<file path="config.mk">
export PLATFORM = sky130hd
export DESIGN_NAME = visca_ptz_command_reply_engine_unit
export DESIGN_NICKNAME = d
export VERILOG_FILES = /design/src/rtl/vptz_pkg.sv /design/src/rtl/vptz_tx_framer.sv /design/src/rtl/vptz_rx_parser.sv /design/src/rtl/visca_ptz_command_reply_engine_unit.sv
export SDC_FILE = /design/constraint.sdc
export NUM_CORES = 1
export LEC_CHECK = 0
export BUFFER_PORTS_ARGS = -buffer_cell sky130_fd_sc_hd__buf_2
export CORE_MARGIN = 8
export CORE_UTILIZATION = 53
export DETAILED_ROUTE_END_ITERATION = 12
export PLACE_DENSITY = 0.84
export SLEW_MARGIN = 20
export SYNTH_ARGS = -nofsm -noshare
export SYNTH_HDL_FRONTEND = slang
export SYNTH_HIERARCHICAL = 1
export SYNTH_SLANG_ARGS = --single-unit
</file>
<file path="constraint.sdc">
create_clock -name aclk -period 15.8 [get_ports aclk]
set_input_delay 1.58 -clock aclk [delete_from_list [all_inputs] [get_ports aclk]]
set_output_delay 1.58 -clock aclk [all_outputs]
set_load 0.02 [all_outputs]
</file>
<file path="src/rtl/vptz_pkg.sv">
// Shared types, codes and constants for the VISCA pan-tilt-zoom command and reply engine.
// Used by the command framer, the reply parser and the top level. No dependencies.
`default_nettype none

package vptz_pkg;

    // Reply packet storage.
    localparam int MaxPacket = 16;
    localparam int CountW    = $clog2(MaxPacket);
    localparam int LenW      = 5;

    // Longest command frame is the absolute position command.
    localparam int FrameMax  = 15;
    localparam int FrameIdxW = $clog2(FrameMax);

    // Bytes of a reply that the decoder looks at.
    localparam int DecodeBytes = 10;

    // Command codes.
    localparam logic [3:0] CMD_LEFT          = 4'd0;
    localparam logic [3:0] CMD_RIGHT         = 4'd1;
    localparam logic [3:0] CMD_UP            = 4'd2;
    localparam logic [3:0] CMD_DOWN          = 4'd3;
    localparam logic [3:0] CMD_STOP          = 4'd4;
    localparam logic [3:0] CMD_SETPOS_ACK    = 4'd5;
    localparam logic [3:0] CMD_SETPOS_DONE   = 4'd6;
    localparam logic [3:0] CMD_ZOOM_ACK      = 4'd7;
    localparam logic [3:0] CMD_ZOOM_DONE     = 4'd8;
    localparam logic [3:0] CMD_GET_POSITION  = 4'd9;
    localparam logic [3:0] CMD_GET_ZOOM      = 4'd10;
    localparam logic [3:0] CMD_GET_MAX_SPEED = 4'd11;

    // Result kinds.
    localparam logic [1:0] KIND_TX       = 2'd0;
    localparam logic [1:0] KIND_DONE     = 2'd1;
    localparam logic [1:0] KIND_ERROR    = 2'd2;
    localparam logic [1:0] KIND_OVERFLOW = 2'd3;

    // Awaited reply.
    localparam logic [1:0] WAIT_NONE     = 2'd0;
    localparam logic [1:0] WAIT_ACK      = 2'd1;
    localparam logic [1:0] WAIT_COMPLETE = 2'd2;
    localparam logic [1:0] WAIT_INQUIRY  = 2'd3;

    // Pending inquiry.
    localparam logic [1:0] INQ_NONE      = 2'd0;
    localparam logic [1:0] INQ_POSITION  = 2'd1;
    localparam logic [1:0] INQ_ZOOM      = 2'd2;
    localparam logic [1:0] INQ_MAX_SPEED = 2'd3;

    // Protocol bytes.
    localparam logic [7:0] HDR_BASE       = 8'h80;
    localparam logic [7:0] TERMINATOR     = 8'hFF;
    localparam logic [7:0] REPLY_ERROR    = 8'h60;
    localparam logic [7:0] REPLY_ACK_BIT  = 8'h40;
    localparam logic [7:0] REPLY_DONE_A   = 8'h51;
    localparam logic [7:0] REPLY_DONE_B   = 8'h52;
    localparam logic [7:0] REPLY_INQUIRY  = 8'h50;
    localparam logic [7:0] PAN_SPEED_MAX  = 8'h18;
    localparam logic [7:0] TILT_SPEED_MAX = 8'h14;

    typedef logic [MaxPacket-1:0][7:0] reply_buf_t;

    typedef struct packed {
        logic               action;
        logic [3:0]         command;
        logic [7:0]         move_speed;
        logic [7:0]         pan_speed;
        logic [7:0]         tilt_speed;
        logic signed [15:0] pan_target;
        logic signed [15:0] tilt_target;
        logic signed [16:0] zoom_target;
        logic [7:0]         rx_byte;
    } item_t;

    typedef struct packed {
        logic [1:0]         result_kind;
        logic [7:0]         tx_byte;
        logic               tx_last;
        logic [7:0]         error_code;
        logic [LenW-1:0]    reply_length;
        logic signed [15:0] pan_position;
        logic signed [15:0] tilt_position;
        logic signed [15:0] zoom_position;
        logic [7:0]         max_pan_speed;
        logic [7:0]         max_tilt_speed;
    } result_t;

    typedef struct packed {
        logic [7:0]           tx_byte;
        logic [FrameIdxW-1:0] len;
        logic [1:0]           awaited;
        logic [1:0]           inquiry;
    } frame_t;

    typedef struct packed {
        logic              produce;
        logic              clear_wait;
        logic [CountW-1:0] count_next;
        result_t           res;
    } rx_t;

endpackage

`default_nettype wire

</file>
<file path="src/rtl/vptz_tx_framer.sv">
// Command framer: gives the byte at one position of a VISCA command frame, the frame
// length and the reply the command waits for. Depends on vptz_pkg.
`default_nettype none

module vptz_tx_framer
    import vptz_pkg::*;
(
    input  wire item_t                item,
    input  wire logic [2:0]           camera_address,
    input  wire logic [FrameIdxW-1:0] byte_idx,
    output frame_t                    frame
);

    logic [FrameMax-1:0][7:0] seq;
    logic [7:0]               pan_clamped;
    logic [7:0]               tilt_clamped;
    logic [15:0]              zoom_value;
    logic [7:0]               header;

    always_comb begin
        header = HDR_BASE | {5'd0, camera_address};

        if (item.pan_speed > PAN_SPEED_MAX) begin
            pan_clamped = PAN_SPEED_MAX;
        end else if (item.pan_speed == 8'd0) begin
            pan_clamped = 8'd1;
        end else begin
            pan_clamped = item.pan_speed;
        end

        if (item.tilt_speed > TILT_SPEED_MAX) begin
            tilt_clamped = TILT_SPEED_MAX;
        end else if (item.tilt_speed == 8'd0) begin
            tilt_clamped = 8'd1;
        end else begin
            tilt_clamped = item.tilt_speed;
        end

        // The completion form of the zoom command sends a negative target as zero.
        if (item.command == CMD_ZOOM_DONE && item.zoom_target[16]) begin
            zoom_value = 16'd0;
        end else begin
            zoom_value = item.zoom_target[15:0];
        end

        seq           = '0;
        seq[0]        = header;
        frame.len     = '0;
        frame.awaited = WAIT_NONE;
        frame.inquiry = INQ_NONE;

        unique case (item.command)
            CMD_LEFT, CMD_RIGHT, CMD_UP, CMD_DOWN, CMD_STOP: begin
                seq[1] = 8'h01;
                seq[2] = 8'h06;
                seq[3] = 8'h01;
                seq[4] = (item.command == CMD_LEFT || item.command == CMD_RIGHT)
                         ? item.move_speed : 8'h00;
                seq[5] = (item.command == CMD_UP || item.command == CMD_DOWN)
                         ? item.move_speed : 8'h00;
                seq[6] = (item.command == CMD_LEFT)  ? 8'h01 :
                         (item.command == CMD_RIGHT) ? 8'h02 : 8'h03;
                seq[7] = (item.command == CMD_UP)    ? 8'h01 :
                         (item.command == CMD_DOWN)  ? 8'h02 : 8'h03;
                seq[8] = TERMINATOR;
                frame.len     = FrameIdxW'(9);
                frame.awaited = WAIT_COMPLETE;
            end
            CMD_SETPOS_ACK, CMD_SETPOS_DONE: begin
                seq[1]  = 8'h01;
                seq[2]  = 8'h06;
                seq[3]  = 8'h02;
                seq[4]  = pan_clamped;
                seq[5]  = tilt_clamped;
                seq[6]  = {4'd0, item.pan_target[15:12]};
                seq[7]  = {4'd0, item.pan_target[11:8]};
                seq[8]  = {4'd0, item.pan_target[7:4]};
                seq[9]  = {4'd0, item.pan_target[3:0]};
                seq[10] = {4'd0, item.tilt_target[15:12]};
                seq[11] = {4'd0, item.tilt_target[11:8]};
                seq[12] = {4'd0, item.tilt_target[7:4]};
                seq[13] = {4'd0, item.tilt_target[3:0]};
                seq[14] = TERMINATOR;
                frame.len     = FrameIdxW'(15);
                frame.awaited = (item.command == CMD_SETPOS_ACK) ? WAIT_ACK : WAIT_COMPLETE;
            end
            CMD_ZOOM_ACK, CMD_ZOOM_DONE: begin
                seq[1] = 8'h01;
                seq[2] = 8'h04;
                seq[3] = 8'h47;
                seq[4] = {4'd0, zoom_value[15:12]};
                seq[5] = {4'd0, zoom_value[11:8]};
                seq[6] = {4'd0, zoom_value[7:4]};
                seq[7] = {4'd0, zoom_value[3:0]};
                seq[8] = TERMINATOR;
                frame.len     = FrameIdxW'(9);
                frame.awaited = (item.command == CMD_ZOOM_ACK) ? WAIT_ACK : WAIT_COMPLETE;
            end
            CMD_GET_POSITION: begin
                seq[1] = 8'h09;
                seq[2] = 8'h06;
                seq[3] = 8'h12;
                seq[4] = TERMINATOR;
                frame.len     = FrameIdxW'(5);
                frame.awaited = WAIT_INQUIRY;
                frame.inquiry = INQ_POSITION;
            end
            CMD_GET_ZOOM: begin
                seq[1] = 8'h09;
                seq[2] = 8'h04;
                seq[3] = 8'h47;
                seq[4] = TERMINATOR;
                frame.len     = FrameIdxW'(5);
                frame.awaited = WAIT_INQUIRY;
                frame.inquiry = INQ_ZOOM;
            end
            CMD_GET_MAX_SPEED: begin
                seq[1] = 8'h09;
                seq[2] = 8'h06;
                seq[3] = 8'h11;
                seq[4] = TERMINATOR;
                frame.len     = FrameIdxW'(5);
                frame.awaited = WAIT_INQUIRY;
                frame.inquiry = INQ_MAX_SPEED;
            end
            default: begin
                // Unknown commands send nothing; a zero length marks them.
                frame.len = '0;
            end
        endcase

        frame.tx_byte = seq[byte_idx];
    end

endmodule

`default_nettype wire

</file>
<file path="src/rtl/vptz_rx_parser.sv">
// Reply parser: takes one received byte against the gathered packet and the awaited
// reply, and gives the result, the next byte count and whether the wait ends. Uses vptz_pkg.
`default_nettype none

module vptz_rx_parser
    import vptz_pkg::*;
(
    input  wire reply_buf_t        reply_buf,
    input  wire logic [CountW-1:0] reply_count,
    input  wire logic [7:0]        rx_byte,
    input  wire logic [1:0]        awaited,
    input  wire logic [1:0]        inquiry,
    output rx_t                    rx
);

    logic [CountW:0]               n;
    logic                          overflow;
    logic                          match;
    logic [DecodeBytes-1:0][7:0]   pkt;

    // Two received bytes each carry a nibble, but the whole bytes are merged.
    function automatic logic [15:0] join_nibbles(input logic [7:0] a, input logic [7:0] b,
                                                 input logic [7:0] c, input logic [7:0] d);
        logic [7:0] hi;
        logic [7:0] lo;
        hi = {a[3:0], 4'd0} | b;
        lo = {c[3:0], 4'd0} | d;
        return {hi, lo};
    endfunction

    always_comb begin
        n        = {1'b0, reply_count} + (CountW+1)'(1);
        overflow = (n == (CountW+1)'(MaxPacket));

        // Packet view with the current byte in place; bytes past the packet read as zero.
        for (int i = 0; i < DecodeBytes; i++) begin
            if ((CountW+1)'(i) < n) begin
                pkt[i] = ((CountW+1)'(i) == {1'b0, reply_count}) ? rx_byte : reply_buf[i];
            end else begin
                pkt[i] = 8'd0;
            end
        end

        unique case (awaited)
            WAIT_ACK:      match = (pkt[1] & REPLY_ACK_BIT) == REPLY_ACK_BIT;
            WAIT_COMPLETE: match = (pkt[1] == REPLY_DONE_A) || (pkt[1] == REPLY_DONE_B);
            WAIT_INQUIRY:  match = (pkt[1] == REPLY_INQUIRY);
            default:       match = 1'b0;
        endcase

        rx            = '0;
        rx.count_next = '0;

        priority if (overflow) begin
            rx.produce         = 1'b1;
            rx.res.result_kind = KIND_OVERFLOW;
        end else if (rx_byte != TERMINATOR) begin
            rx.count_next = n[CountW-1:0];
        end else if (awaited != WAIT_NONE && pkt[1] == REPLY_ERROR) begin
            rx.produce          = 1'b1;
            rx.clear_wait       = 1'b1;
            rx.res.result_kind  = KIND_ERROR;
            rx.res.error_code   = pkt[2];
            rx.res.reply_length = n[LenW-1:0];
        end else if (awaited != WAIT_NONE && match) begin
            rx.produce          = 1'b1;
            rx.clear_wait       = 1'b1;
            rx.res.result_kind  = KIND_DONE;
            rx.res.reply_length = n[LenW-1:0];
            if (awaited == WAIT_INQUIRY) begin
                unique case (inquiry)
                    INQ_POSITION: begin
                        rx.res.pan_position  = join_nibbles(pkt[2], pkt[3], pkt[4], pkt[5]);
                        rx.res.tilt_position = join_nibbles(pkt[6], pkt[7], pkt[8], pkt[9]);
                    end
                    INQ_ZOOM: begin
                        rx.res.zoom_position = join_nibbles(pkt[2], pkt[3], pkt[4], pkt[5]);
                    end
                    INQ_MAX_SPEED: begin
                        rx.res.max_pan_speed  = pkt[2];
                        rx.res.max_tilt_speed = pkt[3];
                    end
                    default: begin
                        rx.res.reply_length = n[LenW-1:0];
                    end
                endcase
            end
        end else begin
            // Packet closed but nothing matched: dropped without a result.
            rx.count_next = '0;
        end
    end

endmodule

`default_nettype wire

</file>
<file path="src/rtl/visca_ptz_command_reply_engine_unit.sv">
// Top level of the VISCA pan-tilt-zoom command and reply engine.
// Depends on vptz_pkg, vptz_tx_framer and vptz_rx_parser.
//
// Usage. The slave stream carries one item per beat. s_tuser selects the item kind:
// 0 issues a command, 1 delivers one byte received from the camera. A command item
// produces its framed bytes on the master stream, one beat per byte with result kind
// "transmit" in m_tuser and m_tlast on the closing 0xFF; it also records the reply the
// command waits for. Received bytes gather in a sixteen-entry packet buffer until 0xFF.
// A closed packet gives one beat: camera error, reply done (with decoded inquiry
// values) or nothing when it does not match. Reaching sixteen gathered bytes gives one
// overflow beat and restarts the count while keeping the wait.
// Timing. An accepted item sits in an input register; its results are built there by
// short logic and loaded into the output register, from which the master stream
// offers them. A command of L bytes (5, 9 or 15) holds the input register until its
// last byte loads; received bytes and unknown commands leave it as soon as any result
// they give loads, so byte streams run at one beat per cycle while the output register
// is free. The input register is freed in the same cycle as its last result loads, so
// the next item enters then.
// When the receiver stalls, the output register holds its beat and the input side
// stalls once the pending item needs the output register.
// Reset (aresetn low, synchronous) sets the camera address to 1, clears the wait and
// the byte count and empties both registers. cfg_data writes the 3-bit camera address
// and is accepted in every cycle; write it only while the engine is idle.
`default_nettype none

module visca_ptz_command_reply_engine_unit
    import vptz_pkg::*;
(
    input  wire logic        aclk,
    input  wire logic        aresetn,

    // Configuration: camera address.
    input  wire logic        cfg_valid,
    output logic             cfg_ready,
    input  wire logic [2:0]  cfg_data,

    // Input items.
    input  wire logic        s_tvalid,
    output logic             s_tready,
    // s_tdata from bit 0: command[3:0], move_speed[11:4], pan_speed[19:12],
    // tilt_speed[27:20], pan_target[43:28], tilt_target[59:44], zoom_target[76:60],
    // rx_byte[84:77], zero fill[87:85].
    input  wire logic [87:0] s_tdata,
    // s_tuser: action.
    input  wire logic        s_tuser,

    // Results.
    output logic             m_tvalid,
    input  wire logic        m_tready,
    // m_tdata from bit 0: tx_byte[7:0], error_code[15:8], reply_length[20:16],
    // pan_position[36:21], tilt_position[52:37], zoom_position[68:53],
    // max_pan_speed[76:69], max_tilt_speed[84:77], zero fill[87:85].
    output logic [87:0]      m_tdata,
    // m_tuser: result_kind.
    output logic [1:0]       m_tuser,
    // m_tlast: tx_last.
    output logic             m_tlast
);

    // Configuration and reply state.
    logic [2:0]           cam_addr_reg;
    reply_buf_t           reply_buf_reg;
    logic [CountW-1:0]    count_reg,   count_next;
    logic [1:0]           awaited_reg, awaited_next;
    logic [1:0]           inquiry_reg, inquiry_next;
    logic                 buf_write;

    // Input register and frame position.
    logic                 item_valid_reg, item_valid_next;
    item_t                item_reg;
    item_t                s_item;
    logic [FrameIdxW-1:0] idx_reg, idx_next;

    // Output register.
    logic                 out_valid_reg, out_valid_next;
    result_t              out_reg, out_next;

    logic                 s_accept;
    logic                 out_free;
    logic                 out_load;
    logic                 item_retire;

    frame_t               frame;
    rx_t                  rx;

    assign cfg_ready = 1'b1;

    always_comb begin
        s_item.action      = s_tuser;
        s_item.command     = s_tdata[3:0];
        s_item.move_speed  = s_tdata[11:4];
        s_item.pan_speed   = s_tdata[19:12];
        s_item.tilt_speed  = s_tdata[27:20];
        s_item.pan_target  = s_tdata[43:28];
        s_item.tilt_target = s_tdata[59:44];
        s_item.zoom_target = s_tdata[76:60];
        s_item.rx_byte     = s_tdata[84:77];
    end

    vptz_tx_framer u_framer (
        .item           (item_reg),
        .camera_address (cam_addr_reg),
        .byte_idx       (idx_reg),
        .frame          (frame)
    );

    vptz_rx_parser u_parser (
        .reply_buf   (reply_buf_reg),
        .reply_count (count_reg),
        .rx_byte     (item_reg.rx_byte),
        .awaited     (awaited_reg),
        .inquiry     (inquiry_reg),
        .rx          (rx)
    );

    assign out_free = !out_valid_reg || m_tready;
    assign s_tready = !item_valid_reg || item_retire;
    assign s_accept = s_tvalid && s_tready;

    always_comb begin
        item_retire  = 1'b0;
        out_load     = 1'b0;
        out_next     = out_reg;
        buf_write    = 1'b0;
        count_next   = count_reg;
        awaited_next = awaited_reg;
        inquiry_next = inquiry_reg;

        if (item_valid_reg) begin
            if (item_reg.action) begin
                // Received byte: state moves on when the item leaves, with its result if any.
                if (!rx.produce) begin
                    item_retire = 1'b1;
                end else if (out_free) begin
                    item_retire = 1'b1;
                    out_load    = 1'b1;
                    out_next    = rx.res;
                end
                if (item_retire) begin
                    buf_write  = 1'b1;
                    count_next = rx.count_next;
                    if (rx.clear_wait) begin
                        awaited_next = WAIT_NONE;
                        inquiry_next = INQ_NONE;
                    end
                end
            end else begin
                if (frame.len == '0) begin
                    item_retire = 1'b1;
                end else if (out_free) begin
                    out_load             = 1'b1;
                    out_next             = '0;
                    out_next.result_kind = KIND_TX;
                    out_next.tx_byte     = frame.tx_byte;
                    out_next.tx_last     = (idx_reg == frame.len - FrameIdxW'(1));
                    item_retire          = out_next.tx_last;
                end
                // A new known command replaces any wait and drops a partly gathered packet.
                if (item_retire && frame.len != '0) begin
                    awaited_next = frame.awaited;
                    inquiry_next = frame.inquiry;
                    count_next   = '0;
                end
            end
        end

        if (s_accept) begin
            item_valid_next = 1'b1;
            idx_next        = '0;
        end else begin
            item_valid_next = item_valid_reg && !item_retire;
            idx_next        = (out_load && !item_retire) ? idx_reg + FrameIdxW'(1) : idx_reg;
        end

        if (out_load) begin
            out_valid_next = 1'b1;
        end else begin
            out_valid_next = out_valid_reg && !m_tready;
        end
    end

    always_ff @(posedge aclk) begin
        if (!aresetn) begin
            cam_addr_reg   <= 3'd1;
            count_reg      <= '0;
            awaited_reg    <= WAIT_NONE;
            inquiry_reg    <= INQ_NONE;
            item_valid_reg <= 1'b0;
            idx_reg        <= '0;
            out_valid_reg  <= 1'b0;
        end else begin
            if (cfg_valid && cfg_ready) begin
                cam_addr_reg <= cfg_data;
            end
            count_reg      <= count_next;
            awaited_reg    <= awaited_next;
            inquiry_reg    <= inquiry_next;
            item_valid_reg <= item_valid_next;
            idx_reg        <= idx_next;
            out_valid_reg  <= out_valid_next;
        end
    end

    // Payload registers carry no reset.
    always_ff @(posedge aclk) begin
        if (s_accept) begin
            item_reg <= s_item;
        end
        if (out_load) begin
            out_reg <= out_next;
        end
        if (buf_write) begin
            reply_buf_reg[count_reg] <= item_reg.rx_byte;
        end
    end

    assign m_tvalid = out_valid_reg;
    assign m_tuser  = out_reg.result_kind;
    assign m_tlast  = out_reg.tx_last;
    assign m_tdata  = {3'd0,
                       out_reg.max_tilt_speed,
                       out_reg.max_pan_speed,
                       out_reg.zoom_position,
                       out_reg.tilt_position,
                       out_reg.pan_position,
                       out_reg.reply_length,
                       out_reg.error_code,
                       out_reg.tx_byte};

endmodule

`default_nettype wire

</file>
==> summary.txt <==
Critical path
  • Crit-path leading delay family: compound AO/OA/AOI/OAI gates
  • CP max stage delay: around 740 ps
  • CP Data Arrival Time: around 4200 ps
  • Cell repeated most along the worst path: inv_1
  • Buffer and inverter count on the worst path: 3
  • Critical path class: reg2out
  • Crit. End Element: output pin
  • Critical Path RT: about 14000 ps
  • CP max FO: 20
  • Cell Chain, Critical Path: inv_1 > ha_1 > nor2_1 > a2111oi_2 > nor3b_4 > o31ai_1 > nand2_1 > nand3b_1 > a211oi_1 > o31a_2 > inv_1 > buf_2
  • CP max-delay cell: dfxtp_1
  • Crit start category: register

Route
  • Vias/cell: 5.77
  • Drt pass-1 iters: 5
  • Met2 routed WL: ~14000 microns
  • DR iter-0 viols: between 900 and 1000
  • Uppermost layer routed: met5
  • Met1 wire length: ~12000 microns
  • DRC viols: 0
  • Routed wl met3: ~2200 microns
  • Via count: slightly above 8000
  • Routed WL: roughly 28000 microns
  • WL/cell: between 15 and 20 microns
  • Post-route ant nets: 0

Status
  • Outcome: complete, no violations

CTS
  • CTS tree: built
  • Clk pin slew, worst setup/hold paths: around 60 ps
  • Clk buf depth: 3
  • Clock sinks: 251
  • Root Buffer: clkbuf_16
  • Skew-Pair Late Insertion Delay: 520 ps
  • Post-CTS Hold Buffers: 0
  • Htree depth: 1
  • Inserted Clock Buffers: 25
  • CTS resizes: 0
  • Post-CTS Setup Repair Bufs: 0

Layout
  • Antenna cells: 0
  • Layout cells sized above 1: between 20 and 30%
  • Area Overhead vs Synth: 15.4%
  • Max reg flops: 86
  • Most frequent cells in the layout: 234 x edfxtp_1, 183 x buf_2, 89 x and2_1, 85 x nor2_1, 46 x mux2i_1
  • NumNets Final: 1238
  • Commonest non-fill, non-tap cell in the layout: edfxtp_1

Global route
  • GRT Overall Usage: approximately 20%
  • First-pass GRT wire length: roughly 45000 microns
  • GRT overflow: 0
  • Number of global-route vias before repair: roughly 8500
  • Antenna violations before repair: 2
  • Largest net degree at the start of global routing: 104

Timing
  • Min Hold Slack: between 400 and 500 ps
  • RSZ-0062 raised after global routing: no
  • Post-route setup slack: approximately 10000 ps
  • Setup violators final: 0
  • Final Max Tran Viols: 0
  • Worst-Margin Slew: between 1000 and 1500 ps
  • F_max: about 170 MHz
  • Final Cycle Share: about 36%
  • Final Critical Period: 5750 ps
  • Max Clock Skew: roughly 15 ps
  • Setup_tns: 0 ps
  • Hold Fails Final Rpt: 0
  • Slew margin rel.: between 30% and 40%

Power
  • VDD IR-drop max: 0.103 mV
  • Leakage power: 4.97 nW
  • Pwr Total: ~1.5 mW
  • PD cells: about 100 nW/um^2

Floorplan
  • Die W: 167 microns
  • DIE AREA: approximately 28000 sq um
  • Initial Util: between 50% and 60%
  • Core area: around 23000 sq um
  • Die Height: approximately 170 microns
  • Row Count: 55
  • # IOs: approximately 190

Synthesis
  • Syn Area/Cell: 12.4 sq um
  • Gate Count Post-Synth: around 980
  • Syn Std Cell Area: around 12000 sq um
  • Synth Warn #: 6

Placement
  • Number of port buffers: between 150 and 200
  • Setup WS pre-CTS: 10690 ps
  • GP Congestion: 0.922
  • Post-DP HPWL: about 19000 microns

Min path
  • Min-Delay Path Class: reg2reg

Run
  • Number of max-capacitance violations reported: 0
report_power, final:
part / internal [mW] / switching, mW
clock: 0.340 / 0.238
sequential: 0.755 / 0.0172
combinational: 0.0355 / 0.0651
total: 1.13 / 0.321
routing by layer:
layer,up-vias,global-route usage (%)
met2,389,32.9
met1,3926,24.5
met5,-,0
li1,3924,-
met3,53,4.89
met4,4,5.80
tightest hold or removal path, stage by stage, from the launching register on:
cell and delay [ps]:
dfxtp_1 320, mux2i_1 60, nand2_1 60
final cells by class:
class,instances,area (sq um)
clock buffers,36,697
clock inverters,10,109
fillers,1704,8580
inverters,18,67.6
multi-input cells,648,4360
flip-flops and latches,251,7370
well taps,285,357
repair buffers,190,972
path summary, 6_finish.rpt:
path,from,end,slack [ps],depth (start not counted)
max,count_reg[0]$_SDFFE_PN0P_,s_tready,10050,12
min,cam_addr_reg[0]$_SDFFE_PN1P_,cam_addr_reg[0]$_SDFFE_PN1P_,480,2
max reg2reg,count_reg[0]$_SDFFE_PN0P_,item_reg[25]$_DFFE_PP_,11020,11
min reg2reg,cam_addr_reg[0]$_SDFFE_PN1P_,cam_addr_reg[0]$_SDFFE_PN1P_,480,2
stage by stage:
step	utilization, %	std cells	cell area [sq um]
after floorplan	-	985	12100
after global placement	58.2	1392	13100
after detailed placement	58.2	1392	13100
after CTS	61.8	1438	13900
after global routing	61.9	1438	13900
final	61.9	1438	13900
Note: power is estimated with default switching activity, not from simulation.
